File: config.mk
export PLATFORM = sky130hd
export DESIGN_NAME = dss_front
export DESIGN_NICKNAME = d
export VERILOG_FILES = /design/src/hw/rtl/dss_pkg.sv /design/src/hw/rtl/dss_front.sv
export SDC_FILE = /design/constraint.sdc
export NUM_CORES = 1
export LEC_CHECK = 0
export ABC_AREA = 1
export BUFFER_PORTS_ARGS = -buffer_cell sky130_fd_sc_hd__buf_2
export CORE_MARGIN = 1
export CORE_UTILIZATION = 22
export DETAILED_ROUTE_END_ITERATION = 6
export GPL_TIMING_DRIVEN = 0
export PLACE_DENSITY = 0.81
export SETUP_SLACK_MARGIN = 0.3
export SYNTH_ARGS = -nofsm -noshare
export SYNTH_HDL_FRONTEND = slang
export SYNTH_SLANG_ARGS = --single-unit
File: constraint.sdc
create_clock -name vclk -period 0.8
set_input_delay 0.04 -clock vclk [all_inputs]
set_output_delay 0.04 -clock vclk [all_outputs]
set_load 0.02 [all_outputs]
File: src/hw/rtl/dss_pkg.sv
// Shared types and constants of the decision slew smoother.
`default_nettype none

package dss_pkg;

	// Fixed field widths
	localparam int VALUE_W   = 24;
	localparam int CHAN_W    = 4;
	localparam int TIME_W    = 32;
	localparam int COUNT_W   = 32;
	localparam int SPEED_W   = 23;
	localparam int WINDOW_W  = 16;
	localparam int CCOUNT_W  = 5;
	localparam int CFG_IDX_W = 3;
	localparam int ALPHA_W   = 17;

	localparam int MAX_CHANNELS_DEF = 16;
	localparam int QUEUE_DEPTH      = 2;

	// Command codes on the item channel
	localparam logic [1:0] CMD_SAMPLE = 2'd0;
	localparam logic [1:0] CMD_TICK   = 2'd1;
	localparam logic [1:0] CMD_CLEAR  = 2'd2;

	// Configuration register indexes
	localparam logic [CFG_IDX_W-1:0] REG_CHANNEL_COUNT = 3'd0;
	localparam logic [CFG_IDX_W-1:0] REG_SLEW_SPEED    = 3'd1;
	localparam logic [CFG_IDX_W-1:0] REG_DECAY_STEP    = 3'd2;
	localparam logic [CFG_IDX_W-1:0] REG_AVERAGE_MODE  = 3'd3;
	localparam logic [CFG_IDX_W-1:0] REG_WINDOW_MS     = 3'd4;
	localparam logic [CFG_IDX_W-1:0] REG_EMIT_ON_EVENT = 3'd5;

	typedef enum logic [1:0] {
		OP_SAMPLE,
		OP_TICK,
		OP_CLEAR
	} op_t;

	// Classified item as queued between front and back
	typedef struct packed {
		op_t                       op;
		logic [CHAN_W-1:0]         channel;
		logic signed [VALUE_W-1:0] score;
		logic [TIME_W-1:0]         time_ms;
		logic                      last;
		logic                      in_range;
		logic                      emit;
	} entry_t;

	typedef enum logic [2:0] {
		ST_IDLE,
		ST_START,
		ST_DIV,
		ST_MUL,
		ST_SUM,
		ST_FINISH,
		ST_EMIT
	} state_t;

endpackage

`default_nettype wire

File: src/hw/rtl/dss_front.sv
// Front end: decodes and classifies incoming items for the queue.
`default_nettype none

module dss_front
	import dss_pkg::*;
#(
	parameter int MAX_CHANNELS = MAX_CHANNELS_DEF
) (
	input  wire logic [1:0]                cmd,
	input  wire logic [CHAN_W-1:0]         channel,
	input  wire logic signed [VALUE_W-1:0] score,
	input  wire logic [TIME_W-1:0]         time_ms,
	input  wire logic                      last_of_event,
	input  wire logic [CCOUNT_W-1:0]       channel_count,
	input  wire logic                      emit_on_event,
	output entry_t                         entry,
	output logic                           keep
);

	// unused command codes are dropped here
	always_comb begin
		entry          = '0;
		keep           = 1'b1;
		entry.channel  = channel;
		entry.score    = score;
		entry.time_ms  = time_ms;
		entry.last     = last_of_event;
		entry.in_range = (8'(channel) < 8'(channel_count)) && (8'(channel) < 8'(MAX_CHANNELS));
		unique case (cmd)
			CMD_SAMPLE: begin
				entry.op   = OP_SAMPLE;
				entry.emit = last_of_event && emit_on_event;
			end
			CMD_TICK: begin
				entry.op   = OP_TICK;
				entry.emit = 1'b1;
			end
			CMD_CLEAR: begin
				entry.op   = OP_CLEAR;
				entry.emit = 1'b0;
			end
			default: begin
				entry.op   = OP_SAMPLE;
				entry.emit = 1'b0;
				keep       = 1'b0;
			end
		endcase
	end

endmodule

`default_nettype wire

[Word-level counts from Yosys, hierarchy flattened]
Cells that the tools add are included.
Storage, ports and cells
  input bits: 69
  register bits after elaboration: 0
  memory bits (writable): 0
  memories kept: 0
  output and inout port bits: 66
  memory bits (read-only): 0
  bits in latches: 0
Cells by class
  multipliers: 0
  multiplexer cells: 3
  div/mod/pow operators: 0
  reductions and logical operators: 3
  shift-type cells: 0
  eq/ne operators: 2
  magnitude comparators: 1
  add/sub/neg operators: 0
  bitwise gates (word level): 0
Operators with widths (count)
  $lt 4x5->1: 1
  $pmux 2 s2: 1
  $reduce_or 3->1: 1
  $eq 2x1->1 const B: 1
  $eq 2x2->1 const B: 1
  $logic_not 2->1: 1
  $pmux 1 s2: 1
  $logic_and 1x1->1: 1
  $mux 1: 1

[Longest topological paths before layout]
  depth in word-level cells: 3
  mapped depth: 7
  mapped depth without buffers: 7

[Worst setup path before layout]
OpenSTA, ideal clock, no wires.
  path type: input port to output port
  start point: input channel_count[2]
  end point: output entry[1] in the netlist's numbering
  arrival time: 0.796 ns
  stages: 7
  slack: -0.036 ns
  cell sequence: inv_1 ha_1 nand2_1 nand2_1 nand2_1 nand2_1 nor2_1
RTL lines
  start: declaration: RTL line dss_front.sv:14  | input wire logic [CCOUNT_W-1:0] channel_count,
  end: declaration: RTL line dss_front.sv:16  | output entry_t entry,

==> results.sh <==
export IMPL_outcome="finished with violations"
export IMPL_violations="negative setup slack"
export IMPL_first_pass_iters=3
export IMPL_hold_class="input pin to primary output"
export IMPL_fmax_mhz=1190
export IMPL_synth_area_um2=591.8
export IMPL_grt_max_degree=5
export IMPL_layout_min_cycle_time_ns=0.8403
export IMPL_use_met3=0.002825
export IMPL_antenna_left=0
export IMPL_final_util=0.4685
export IMPL_die_height_um=53.87
export IMPL_cp_max_fo=2
export IMPL_core_mm2=0.002500
export IMPL_tightest_slew_ns=0.1090
export IMPL_wl_mm=1.617
export IMPL_syn_inst=89
export IMPL_grt_met2_usage=0.1975
export IMPL_grt_pass1_vias=523
export IMPL_peakVddDrop_mv=0.4833
export IMPL_grtUsageMet1=0.06766
export IMPL_drv_cap=0
export IMPL_antenna_cells=0
export IMPL_hpwl_mm=1.426
export IMPL_finalWorstSetupSlack_ns=-0.04029
export IMPL_vias=748
export IMPL_vias_per_cell=3.778
export IMPL_n_sequential_cell=0
export IMPL_critPathRequiredTime_ns=0.76
export IMPL_dieWidth_um=53.87
export IMPL_gr_total_overflow=0
export IMPL_rsz0062_at_grt="yes"
export IMPL_yosysWarningCount=0
export IMPL_end_kind="primary output"
export IMPL_leakagePower_nw=0.7347
export IMPL_row_count=18
export IMPL_drc=0
export IMPL_hold_viol=0
export IMPL_antenna_found_initial=0
export IMPL_start_kind="input pin"
export IMPL_drt_iter0_drc=3
export IMPL_fillCellCount=246
export IMPL_grt_total_usage=0.08014
export IMPL_fin_crit_sh=1.050
export IMPL_clock_buffers=0
export IMPL_ys_seq_area_frac=0
export IMPL_routabilityCongestion=0.6643
export IMPL_power_density_mw_per_mm2=681.1
export IMPL_yosys_cell_types_count=7
export IMPL_final_setup_tns_ns=-0.04029
export IMPL_finalMaxSlewViolations=0
export IMPL_layout_drive_gt1_share=0.9107
export IMPL_io_buffers=79
export IMPL_syn_to_final_growth_pct=97.89
export IMPL_slew_headroom=0.9272
export IMPL_busiest_layer="met2"
export IMPL_die_area_mm2=0.002901
export IMPL_synth_nets=161
export IMPL_wire_per_inst_um=8.167
export IMPL_ioPinCount=135
export IMPL_syn_area_per_cell_um2=6.650
export IMPL_grt_pass1_wl_mm=1.807
export IMPL_cp_data_arrival_time_ns=0.80
export IMPL_start_util=0.2367
export IMPL_seq_area_um2=0
export IMPL_hold_buffers=0
export IMPL_crit_type="input pin to primary output"
export IMPL_fin_nets=242
export IMPL_setup_viol=1
==> what timing repair did <==
item,4_1_cts,5_1_grt
cloned,0,0
setup endpoints to repair,2,3
pin swaps,11,1
gates resized for setup,22,6
setup buffers,0,0
==> worst max-delay path, cell delays in order <==
cell	delay, ns
buf_6	0.10
ha_4	0.26
inv_2	0.03
nor2_1	0.07
nand2_1	0.07
nand2_2	0.07
nor2_4	0.03
buf_6	0.12
==> report_power, final <==
part	total, mW	internal (mW)	switching [mW]	leakage (nW)
Combinational	0.798	0.405	0.392	0.735
Sequential	0	0	0	0
Clock	0	0	0	0
Total	0.798	0.405	0.392	0.735
==> final timing paths <==
check                       from  slack, ns  cells past startpoint   endpoint
worst max-delay path  channel[3]      -0.04                      8   entry[1]
worst min-delay path    score[1]       0.30                      2  entry[36]
==> Yosys cell counts <==
master	n	area [µm²]
nand2_1	9	33.78
a21oi_1	1	5.000
inv_1	9	33.78
ha_1	3	37.54
nor2_1	5	18.77
buf_4	61	457.9
nand3_1	1	5.000
==> metal layers <==
metal,vias to the layer above,wire (µm)
met1,315,390
li1,361,-
met3,0,265
met4,0,0
met2,72,961
met5,-,0
==> cell families after synthesis <==
group | share of synthesized area
adder cells (fa/ha/maj) | 0.06343
AO/OA/AOI/OAI | 0.008449
buffers and inverters | 0.8309
AND/OR/NAND/NOR | 0.09724
==> stage by stage <==
step           total power, mW  hold WS [ns]  std cells  instance area [µm²]  setup WS, ns
6_report                0.7977        0.2968        198                 1171      -0.04029
5_1_grt                 0.8555        0.3010        198                 1171      -0.08851
4_1_cts                 0.7904        0.2969        198                 1150      -0.03730
3_5_place_dp            0.7391        0.2971        198                 1072       -0.1844
3_3_place_gp            0.7310        0.2969        198                 1072       -0.1818
2_1_floorplan           0.5314        0.1569         89                639.4        0.1058
==> cells in the final DEF (no fill, tap or decap) <==
| cell | n |
|---|---|
| buf_2 | 68 |
| buf_4 | 63 |
| buf_6 | 8 |
| nand2_1 | 7 |
| inv_1 | 5 |
| inv_4 | 2 |
| nand2_2 | 2 |
| nor2_1 | 2 |
| nor2_4 | 2 |
| ha_4 | 2 |
| a21oi_4 | 1 |
| nor2_2 | 1 |
| inv_12 | 1 |
| nand3_2 | 1 |
| inv_2 | 1 |
| ha_1 | 1 |
| buf_8 | 1 |
==> area by class of cell <==
class,count,area (µm²),area share
Timing Repair Buffer,79,460.4,0.3932
Buffer,61,457.9,0.3910
Multi-Input combinational cell,19,163.9,0.1400
Inverter,9,51.30,0.04380
Tap cell,30,37.54,0.03205
No activity file was read; power rests on OpenSTA's default activity.
