File: src/hw/rtl/dss_pkg.sv
// Shared types and constants of the decision slew smoother.
`default_nettype none

package dss_pkg;

	// Fixed field widths
	localparam int VALUE_W   = 24;
	localparam int CHAN_W    = 4;
	localparam int TIME_W    = 32;
	localparam int COUNT_W   = 32;
	localparam int SPEED_W   = 23;
	localparam int WINDOW_W  = 16;
	localparam int CCOUNT_W  = 5;
	localparam int CFG_IDX_W = 3;
	localparam int ALPHA_W   = 17;

	localparam int MAX_CHANNELS_DEF = 16;
	localparam int QUEUE_DEPTH      = 2;

	// Command codes on the item channel
	localparam logic [1:0] CMD_SAMPLE = 2'd0;
	localparam logic [1:0] CMD_TICK   = 2'd1;
	localparam logic [1:0] CMD_CLEAR  = 2'd2;

	// Configuration register indexes
	localparam logic [CFG_IDX_W-1:0] REG_CHANNEL_COUNT = 3'd0;
	localparam logic [CFG_IDX_W-1:0] REG_SLEW_SPEED    = 3'd1;
	localparam logic [CFG_IDX_W-1:0] REG_DECAY_STEP    = 3'd2;
	localparam logic [CFG_IDX_W-1:0] REG_AVERAGE_MODE  = 3'd3;
	localparam logic [CFG_IDX_W-1:0] REG_WINDOW_MS     = 3'd4;
	localparam logic [CFG_IDX_W-1:0] REG_EMIT_ON_EVENT = 3'd5;

	typedef enum logic [1:0] {
		OP_SAMPLE,
		OP_TICK,
		OP_CLEAR
	} op_t;

	// Classified item as queued between front and back
	typedef struct packed {
		op_t                       op;
		logic [CHAN_W-1:0]         channel;
		logic signed [VALUE_W-1:0] score;
		logic [TIME_W-1:0]         time_ms;
		logic                      last;
		logic                      in_range;
		logic                      emit;
	} entry_t;

	typedef enum logic [2:0] {
		ST_IDLE,
		ST_START,
		ST_DIV,
		ST_MUL,
		ST_SUM,
		ST_FINISH,
		ST_EMIT
	} state_t;

endpackage

`default_nettype wire

File: src/hw/rtl/dss_queue.sv
// Small flop FIFO between the front and the back.
`default_nettype none

module dss_queue
	import dss_pkg::*;
#(
	parameter int WIDTH = 8
) (
	input  wire logic             clk,
	input  wire logic             arst_n,
	input  wire logic             push,
	input  wire logic [WIDTH-1:0] wdata,
	input  wire logic             pop,
	output logic      [WIDTH-1:0] rdata,
	output logic                  empty,
	output logic                  full
);

	localparam int PTR_W = (QUEUE_DEPTH > 1) ? $clog2(QUEUE_DEPTH) : 1;
	localparam int CNT_W = $clog2(QUEUE_DEPTH + 1);

	logic [WIDTH-1:0] mem_q [QUEUE_DEPTH];
	logic [PTR_W-1:0] wr_ptr_q, rd_ptr_q;
	logic [CNT_W-1:0] cnt_q;

	assign empty = (cnt_q == '0);
	assign full  = (cnt_q == CNT_W'(QUEUE_DEPTH));
	assign rdata = mem_q[rd_ptr_q];

	// storage
	always_ff @(posedge clk) begin
		if (push) begin
			mem_q[wr_ptr_q] <= wdata;
		end
	end

	// pointers and fill count
	always_ff @(posedge clk or negedge arst_n) begin
		if (!arst_n) begin
			wr_ptr_q <= '0;
			rd_ptr_q <= '0;
			cnt_q    <= '0;
		end else begin
			if (push) begin
				wr_ptr_q <= (wr_ptr_q == PTR_W'(QUEUE_DEPTH - 1)) ? '0 : wr_ptr_q + 1'b1;
			end
			if (pop) begin
				rd_ptr_q <= (rd_ptr_q == PTR_W'(QUEUE_DEPTH - 1)) ? '0 : rd_ptr_q + 1'b1;
			end
			if (push && !pop) begin
				cnt_q <= cnt_q + 1'b1;
			end else if (pop && !push) begin
				cnt_q <= cnt_q - 1'b1;
			end
		end
	end

endmodule

`default_nettype wire

File: config.mk
export PLATFORM = sky130hd
export DESIGN_NAME = dss_queue
export DESIGN_NICKNAME = d
export VERILOG_FILES = /design/src/hw/rtl/dss_pkg.sv /design/src/hw/rtl/dss_queue.sv
export SDC_FILE = /design/constraint.sdc
export NUM_CORES = 1
export LEC_CHECK = 0
export ABC_CLOCK_PERIOD_IN_PS = 1200
export BUFFER_PORTS_ARGS = -buffer_cell sky130_fd_sc_hd__buf_2
export CAP_MARGIN = 20
export CORE_MARGIN = 3
export CORE_UTILIZATION = 43
export CTS_CLUSTER_DIAMETER = 60
export DETAILED_ROUTE_END_ITERATION = 8
export MAX_ROUTING_LAYER = met4
export PLACE_DENSITY = 0.68
export SYNTH_ARGS = -nofsm -noshare
export SYNTH_HDL_FRONTEND = slang
export SYNTH_SLANG_ARGS = --single-unit
File: constraint.sdc
create_clock -name clk -period 1.2 [get_ports clk]
set_input_delay 0.24 -clock clk [delete_from_list [all_inputs] [get_ports clk]]
set_output_delay 0.24 -clock clk [all_outputs]
set_load 0.02 [all_outputs]
Word-level counts from Yosys, hierarchy flattened:

Memory sizes are Yosys's and may differ from the RTL's.
Index checks and enable logic that the tools add are counted.

* multiplexer cells: 6
* reductions and logical operators: 6
* add/subtract/negate cells: 4
* equal/unequal tests: 1

Operators with widths (number)
* 1-bit 2-to-1 mux: 4
* 2-bit 2-to-1 mux: 2
* 1-bit adder, second input constant: 2
* 2-bit by 1-bit adder with 2-bit output, second input constant: 1
* 2-bit == test, second input constant: 1
* 1-bit logical AND: 2
* 1-bit zero test: 2
* 2-bit zero test: 1
* 2-bit nonzero test: 1
* 2-bit by 1-bit subtractor with 2-bit output, second input constant: 1

* bits in writable memories: 16
* memories kept: 1
* register bits after elaboration: 4
* logic and storage cells: 21
* input bits: 12

Memories
* mem_q: depth 2, bits a word 8, rd ports 1, clocked after Yosys merged registers in 0, wr ports 1, RTL line dss_queue.sv:22 `logic [WIDTH-1:0] mem_q [QUEUE_DEPTH];`

Depth between registers and ports, before layout:

Gate-level depths: netlist of the first run.

* depth in word-level cells: 4
* gate-level depth with buffers: 5
* gate-level depth less buffers: 5

Least setup slack after synthesis of the first run:

No wires, ideal clock.

* path kind: register to register
* start: register wr_ptr_q
* end: memory mem_q[0][0] (enable)
* clock period less this slack: 1.162 ns
* stages on the path, launching flop included: 2
* arrival time: 0.789 ns
* slack: 0.038 ns
* data required time: 0.827 ns
* setup time: 0.373 ns
* path through: dfrtp_1 > nor2b_1

RTL lines
* from (decl): RTL line dss_queue.sv:23 `logic [PTR_W-1:0] wr_ptr_q, rd_ptr_q;`
* from (signal assigned): RTL line dss_queue.sv:45 `wr_ptr_q <= (wr_ptr_q == PTR_W'(QUEUE_DEPTH - 1)) ? '0 : wr_ptr_q + 1'b1;`
* to (decl): RTL line dss_queue.sv:22

Straight into the memory's write port.

Worst setup path after layout of the first run:

* start: register rd_ptr_q
* end: output port rdata[3]

* cells in the longest elaborated chain, start to end: 1

Ends and longest elaborated chain
* from (decl): RTL line dss_queue.sv:23
* from (signal assigned): RTL line dss_queue.sv:48 `rd_ptr_q <= (rd_ptr_q == PTR_W'(QUEUE_DEPTH - 1)) ? '0 : rd_ptr_q + 1'b1;`
* memory read 2 x 8 bit
* to (decl): RTL line dss_queue.sv:14 `output logic [WIDTH-1:0] rdata,`

No other way between the ends.

==> results.sh, run 1 <==
export IMPL_clkLatencyLatePin_ns=0.29
export IMPL_syn_to_final_growth_pct=41.2
export IMPL_rsz0062_at_grt="true"
export IMPL_ys_seq_area_share_pct=75.3
export IMPL_clockPowerShare_pct=14.4
export IMPL_utilization_pct=68.3
export IMPL_globalplace_congestion=0.627
export IMPL_fill_cells=112
export IMPL_hold_class="primary input to flop"
export IMPL_chipWidth_um=48.3
export IMPL_diodes=0
export IMPL_vias=448
export IMPL_syn_area_um2=771
export IMPL_dr_pass1_iters=2
export IMPL_wl_per_cell_um=12.9
export IMPL_violations="negative setup slack"
export IMPL_avgSynthCellArea_um2=18.8
export IMPL_start_util_pct=48.4
export IMPL_stdcell_area_mm2=0.00109
export IMPL_clk_root_buffer_cell="clkbuf_4"
export IMPL_fin_crit_sh_pct=128
export IMPL_slowest_stage="dfrtp_2"
export IMPL_yosysUniqueCellTypes=12
export IMPL_max_cap_violations=0
export IMPL_cts_sinks=20
export IMPL_leakagePower_nw=0.453
export IMPL_setup_worst_path_end_class="output pin"
export IMPL_ys_warn_count=0
export IMPL_io_buffer_count=21
export IMPL_grt_pass1_wl_mm=2.17
export IMPL_skew_ns=0.0106
export IMPL_remaining_drc_errors=0
export IMPL_critPathMaxStageDelay_ns=0.39
export IMPL_worstPathRequired_ns=0.96
export IMPL_tns_ns=-2.64
export IMPL_setup_viol=10
export IMPL_post_dp_cell_area_um2=930
export IMPL_timing_fmax_mhz=652
export IMPL_worstPathCellList="buf_6 > mux2_2 > buf_6"
export IMPL_p_sw_share_pct=30.3
export IMPL_setup_slack_ns=-0.333
export IMPL_switching_power_w=0.000789
export IMPL_period_minus_slack_ns=1.53
export IMPL_status="finished with violations"
export IMPL_crit_path_max_fanout=5
export IMPL_syn_nets=54
export IMPL_drt_iter0_drc=1
export IMPL_clk_path_buf_depth=2
export IMPL_synth_top_family_by_area="multiplexers"
export IMPL_synth_compound_area_share_pct=0
export IMPL_power_density_mw_per_mm2=2390
export IMPL_grt_overflow=0
export IMPL_cts_tree="done"
export IMPL_antenna_found_initial=0
export IMPL_synthXorXnorAreaFrac_pct=5.68
export IMPL_synth_simple_area_share_pct=3.73
export IMPL_setup_worst_path_start_class="flop"
export IMPL_path_clk_slew_ns=0.11
export IMPL_final_antenna_net_count=0
export IMPL_ys_ff_latch=20
export IMPL_p_comb_share_pct=46.2
export IMPL_synth_cells=41
export IMPL_seq_power_share_pct=39.4
export IMPL_cts_max_level=1
export IMPL_finalNetCount=89
export IMPL_grt_max_degree=12
export IMPL_synthAdderAreaFrac_pct=1.62
export IMPL_tightestPinTransition_ns=0.122
export IMPL_cts_made_buffers=3
export IMPL_cp_arrival_ns=1.29
export IMPL_grt_pass1_vias=477
export IMPL_coreArea_mm2=0.00159
export IMPL_gr_usage_all_layers_pct=13.0
export IMPL_die_h_um=48.3
export IMPL_dieArea_mm2=0.00234
export IMPL_hold_viol_final=0
export IMPL_routed_wl_mm=1.27
export IMPL_io_pins=22
export IMPL_p_int_w=0.00181
export IMPL_maxSlewHeadroom_pct=91.8
export IMPL_place_hpwl_um=824
export IMPL_crit_top_cell="buf_6"
export IMPL_rows=14
export IMPL_synthMuxAreaShare_pct=11.7
export IMPL_r2r_slack_ns=0.17
export IMPL_drt_vias_per_instance=4.53
export IMPL_finalMaxSlewViolations=0
export IMPL_drive_gt1_share_pct=58.7
export IMPL_ir_worst_vdd_uv=1430
export IMPL_critical_path_class="flop to output pin"
[worst max-delay path: cells and delay by family, from the launching register on]
family	cells	cell delay [ns]
flops	1	0.39
buf+inv	2	0.26
mux	1	0.35
[per-layer routing]
layer | GRT usage [%] | wire length [µm]
met5 | - | 0
met2 | 22.5 | 738
met1 | 13.3 | 491
met3 | 3.68 | 44
met4 | 7.11 | 0
[state kept, by name, indices dropped and copies added (netlist names)]
name,cells
mem_q,16
wr_ptr_q,1
rd_ptr_q,1
cnt_q,2
[final cells by class]
type	instances	area [µm²]	share of cell area, %
Clock buffer	4	36.3	3.33
Inverter	1	3.75	0.345
Multi-Input combinational cell	19	175	16.1
Sequential cell	20	582	53.4
Tap cell	24	30.0	2.76
Timing Repair Buffer	31	262	24.0
[path summary, 6_finish.rpt]
kind / startpoint / endpoint / cells after the start
max in group asynchronous: arst_n / rd_ptr_q$_DFFE_PN0P_ / 2
min in group asynchronous: arst_n / cnt_q[0]$_DFFE_PN0P_ / 2
max reg2reg: rd_ptr_q$_DFFE_PN0P_ / rd_ptr_q$_DFFE_PN0P_ / 4
min reg2reg: wr_ptr_q$_DFFE_PN0P_ / wr_ptr_q$_DFFE_PN0P_ / 1
min: wdata[7] / mem_q[0][7]$_DFFE_PP_ / 1
max: rd_ptr_q$_DFFE_PN0P_ / rdata[3] / 3
[cell usage after synthesis]
cell type	number	area [µm²]
xnor2_1	1	8.76
buf_6	1	11.3
xor2_1	4	35.0
and2b_2	1	8.76
inv_1	1	3.75
mux2_2	8	90.1
nor2_1	2	7.51
edfxtp_1	16	480
ha_1	1	12.5
and2_1	1	6.26
nor2b_1	1	6.26
dfrtp_1	4	100
[cells by family after synthesis]
family        Yosys count
flops                  20
buf+inv                 2
xor+xnor                5
fa+ha+maj               1
simple gates            5
mux                     8
[what timing repair did]
action,CTS,global route
cloned,0,0
setup buffers,6,0
resized for setup,23,0
endpoints found under the setup margin,10,10
hold buffers,1,0
hold endpoints to repair,4,0
[layout by cell type (no fill, tap or decap)]
cell	n
buf_12	1
dfrtp_2	1
and2_1	1
buf_4	7
inv_1	1
and2b_2	1
dfrtp_1	3
xor2_1	4
mux2_2	8
edfxtp_1	16
nor2b_1	1
buf_2	11
clkbuf_4	3
buf_6	11
nor2_1	2
dlygate4sd3_1	1
ha_1	1
xnor2_1	1
clkbuf_8	1
[power groups by stage]
stage	clock network [W]	logic [W]	registers (W)
6_report	0.000376	0.00120	0.00102
5_1_grt	0.000418	0.00127	0.00105
4_1_cts	0.000385	0.00120	0.00102
3_5_place_dp	0	0.000770	0.00109
3_3_place_gp	0	0.000762	0.00108
2_1_floorplan	0	0.000571	0.00102
[through the flow]
| step | hold slack [ns] | std cells | power [W] | setup slack (ns) |
|---|---|---|---|---|
| global placement | 0.0513 | 88 | 0.00184 | -0.119 |
| global route | 0.110 | 99 | 0.00274 | -0.379 |
| floorplan | -0.0556 | 41 | 0.00159 | 0.0383 |
| detailed placement | 0.0492 | 88 | 0.00186 | -0.141 |
| finish | 0.124 | 99 | 0.00260 | -0.333 |
| CTS | 0.122 | 99 | 0.00261 | -0.327 |
No activity file was read; power rests on OpenSTA's default activity.
==> run 2: changes to the inputs <==
- CORE_UTILIZATION: 43 -> 45
- CTS_BUF_LIST: not set -> sky130_fd_sc_hd__clkbuf_8
- PLACE_DENSITY: 0.68 -> 0.7
- REMOVE_ABC_BUFFERS: not set -> 1
==> results.sh, run 2 (synthesized netlist as in run 1, its figures left out) <==
export IMPL_final_common_cell="edfxtp_1"
export IMPL_start_util_pct=49.4
export IMPL_seq_power_share_pct=39.3
export IMPL_gr_usage_all_layers_pct=13.1
export IMPL_violations="negative setup slack"
export IMPL_syn_to_final_growth_pct=38.5
export IMPL_dr_pass1_iters=2
export IMPL_diodes=0
export IMPL_cp_arrival_ns=1.22
export IMPL_post_dp_cell_area_um2=900
export IMPL_rows=14
export IMPL_p_int_w=0.00182
export IMPL_hold_class="primary input to flop"
export IMPL_setup_slack_ns=-0.264
export IMPL_path_clk_slew_ns=0.07
export IMPL_max_cap_violations=0
export IMPL_grt_overflow=0
export IMPL_largest_registers="mem_q: 16 flops, cnt_q: 2 flops"
export IMPL_regMostFlops="mem_q"
export IMPL_period_minus_slack_ns=1.46
export IMPL_reg2reg_to="cnt_q[1]$_DFFE_PN0P_"
export IMPL_skew_ns=0.00376
export IMPL_cts_sinks=20
export IMPL_final_antenna_net_count=0
export IMPL_clockPowerShare_pct=16.2
export IMPL_vias=443
export IMPL_maxSlewHeadroom_pct=75.7
export IMPL_status="finished with violations"
export IMPL_p_sw_share_pct=30.1
export IMPL_wl_per_cell_um=13.5
export IMPL_largest_reg_flops=16
export IMPL_p_comb_share_pct=44.4
export IMPL_crit_path_max_fanout=5
export IMPL_setup_worst_path_start_class="flop"
export IMPL_clk_path_buf_depth=2
export IMPL_io_pins=22
export IMPL_finalMaxSlewViolations=0
export IMPL_grt_pass1_vias=410
export IMPL_rr_worst_depth=5
export IMPL_worstPathRequired_ns=0.96
export IMPL_grt_pass1_wl_mm=1.82
export IMPL_setup_worst_path_end_class="output pin"
export IMPL_crit_end="rdata[4]"
export IMPL_coreArea_mm2=0.00156
export IMPL_routed_wl_mm=1.22
export IMPL_leakagePower_nw=0.447
export IMPL_tightestPinTransition_ns=0.365
export IMPL_antenna_found_initial=0
export IMPL_final_cell_mix="16 x edfxtp_1, 11 x buf_2, 11 x buf_6, 8 x mux2_2, 7 x buf_4"
export IMPL_chipWidth_um=47.4
export IMPL_dieArea_mm2=0.00225
export IMPL_critical_path_class="flop to output pin"
export IMPL_cts_made_buffers=3
export IMPL_clkLatencyLatePin_ns=0.25
export IMPL_ir_worst_vdd_uv=1350
export IMPL_drt_vias_per_instance=4.92
export IMPL_fill_cells=107
export IMPL_die_h_um=47.4
export IMPL_rsz0062_at_grt="true"
export IMPL_cp_startpoint="rd_ptr_q$_DFFE_PN0P_"
export IMPL_hold_viol_final=0
export IMPL_cts_tree="done"
export IMPL_fin_crit_sh_pct=122
export IMPL_grt_max_degree=12
export IMPL_switching_power_w=0.000783
export IMPL_drt_iter0_drc=2
export IMPL_r2r_start="cnt_q[0]$_DFFE_PN0P_"
export IMPL_r2r_slack_ns=0.08
export IMPL_cts_max_level=1
export IMPL_setup_viol=9
export IMPL_globalplace_congestion=0.660
export IMPL_timing_fmax_mhz=683
export IMPL_io_buffer_count=21
export IMPL_stdcell_area_mm2=0.00107
export IMPL_remaining_drc_errors=0
export IMPL_hold_ws_ns=0.175
export IMPL_finalNetCount=88
export IMPL_drive_gt1_share_pct=56.8
export IMPL_power_density_mw_per_mm2=2440
export IMPL_clk_root_buffer_cell="clkbuf_8"
[run 2: changes by cell type in the layout (fill, tap and decap cells not counted), sizes merged]
cell	previous run	this run
clkbuf	4	3
buf	30	29
clkinv	0	1
[run 2: what timing repair did]
item / in CTS / in global routing
hold buffers: 1 / 0
endpoints found under the setup margin: 9 / 10
pin swaps: 0 / 1
hold endpoints to repair: 4 / 0
resized for setup: 22 / 1
buffers inserted: 4 / 2
[run 2: critical path, stage by stage, from the launching register on]
cell     delay, ns
dfrtp_2       0.37
buf_6         0.13
mux2_2        0.34
buf_6         0.13
[run 2: area by class of cell]
type | instances | area (µm²) | area share (%)
Inverter | 1 | 3.75 | 0.352
Clock buffer | 3 | 41.3 | 3.87
Timing Repair Buffer | 30 | 241 | 22.6
Multi-Input combinational cell | 19 | 175 | 16.4
Tap cell | 16 | 20.0 | 1.88
Sequential cell | 20 | 582 | 54.5
Clock inverter | 1 | 3.75 | 0.352
[run 2: through the flow]
step	worst slack, ns	util, %	cells	total power (W)	setup TNS [ns]
2_1_floorplan	0.0383	-	40	0.00155	0
3_3_place_gp	-0.111	57.7	79	0.00179	-0.782
3_5_place_dp	-0.115	57.7	79	0.00182	-0.877
4_1_cts	-0.264	67.3	88	0.00256	-2.08
5_1_grt	-0.310	68.5	90	0.00275	-2.44
6_report	-0.264	68.5	90	0.00260	-2.04
[run 2: metal layers]
metal	global-route usage, %	up-vias	wire length (µm)
li1	-	214	-
met3	3.45	2	37
met5	-	-	0
met1	15.6	217	502
met2	20.3	10	670
met4	6.63	0	5
[run 2: power by group through the flow]
stage          registers [W]  clock network, W  logic [W]
2_1_floorplan        0.00105                 0   0.000495
3_3_place_gp         0.00108                 0   0.000716
3_5_place_dp         0.00109                 0   0.000733
4_1_cts              0.00103          0.000431    0.00111
5_1_grt              0.00104          0.000470    0.00124
6_report             0.00102          0.000423    0.00116
[run 2: how the worst min path moves through the flow]
stage / depth (start not counted) / slack [ns] / end / start
after floorplan: 0 / -0.06 / cnt_q[0]$_DFFE_PN0P_ / arst_n
after global placement: 1 / 0.05 / cnt_q[1]$_DFFE_PN0P_ / arst_n
after detailed placement: 1 / 0.06 / cnt_q[1]$_DFFE_PN0P_ / arst_n
after CTS: 1 / 0.17 / mem_q[0][4]$_DFFE_PP_ / wdata[4]
after global routing: 1 / 0.17 / mem_q[0][6]$_DFFE_PP_ / wdata[6]
final: 1 / 0.17 / mem_q[1][4]$_DFFE_PP_ / wdata[4]
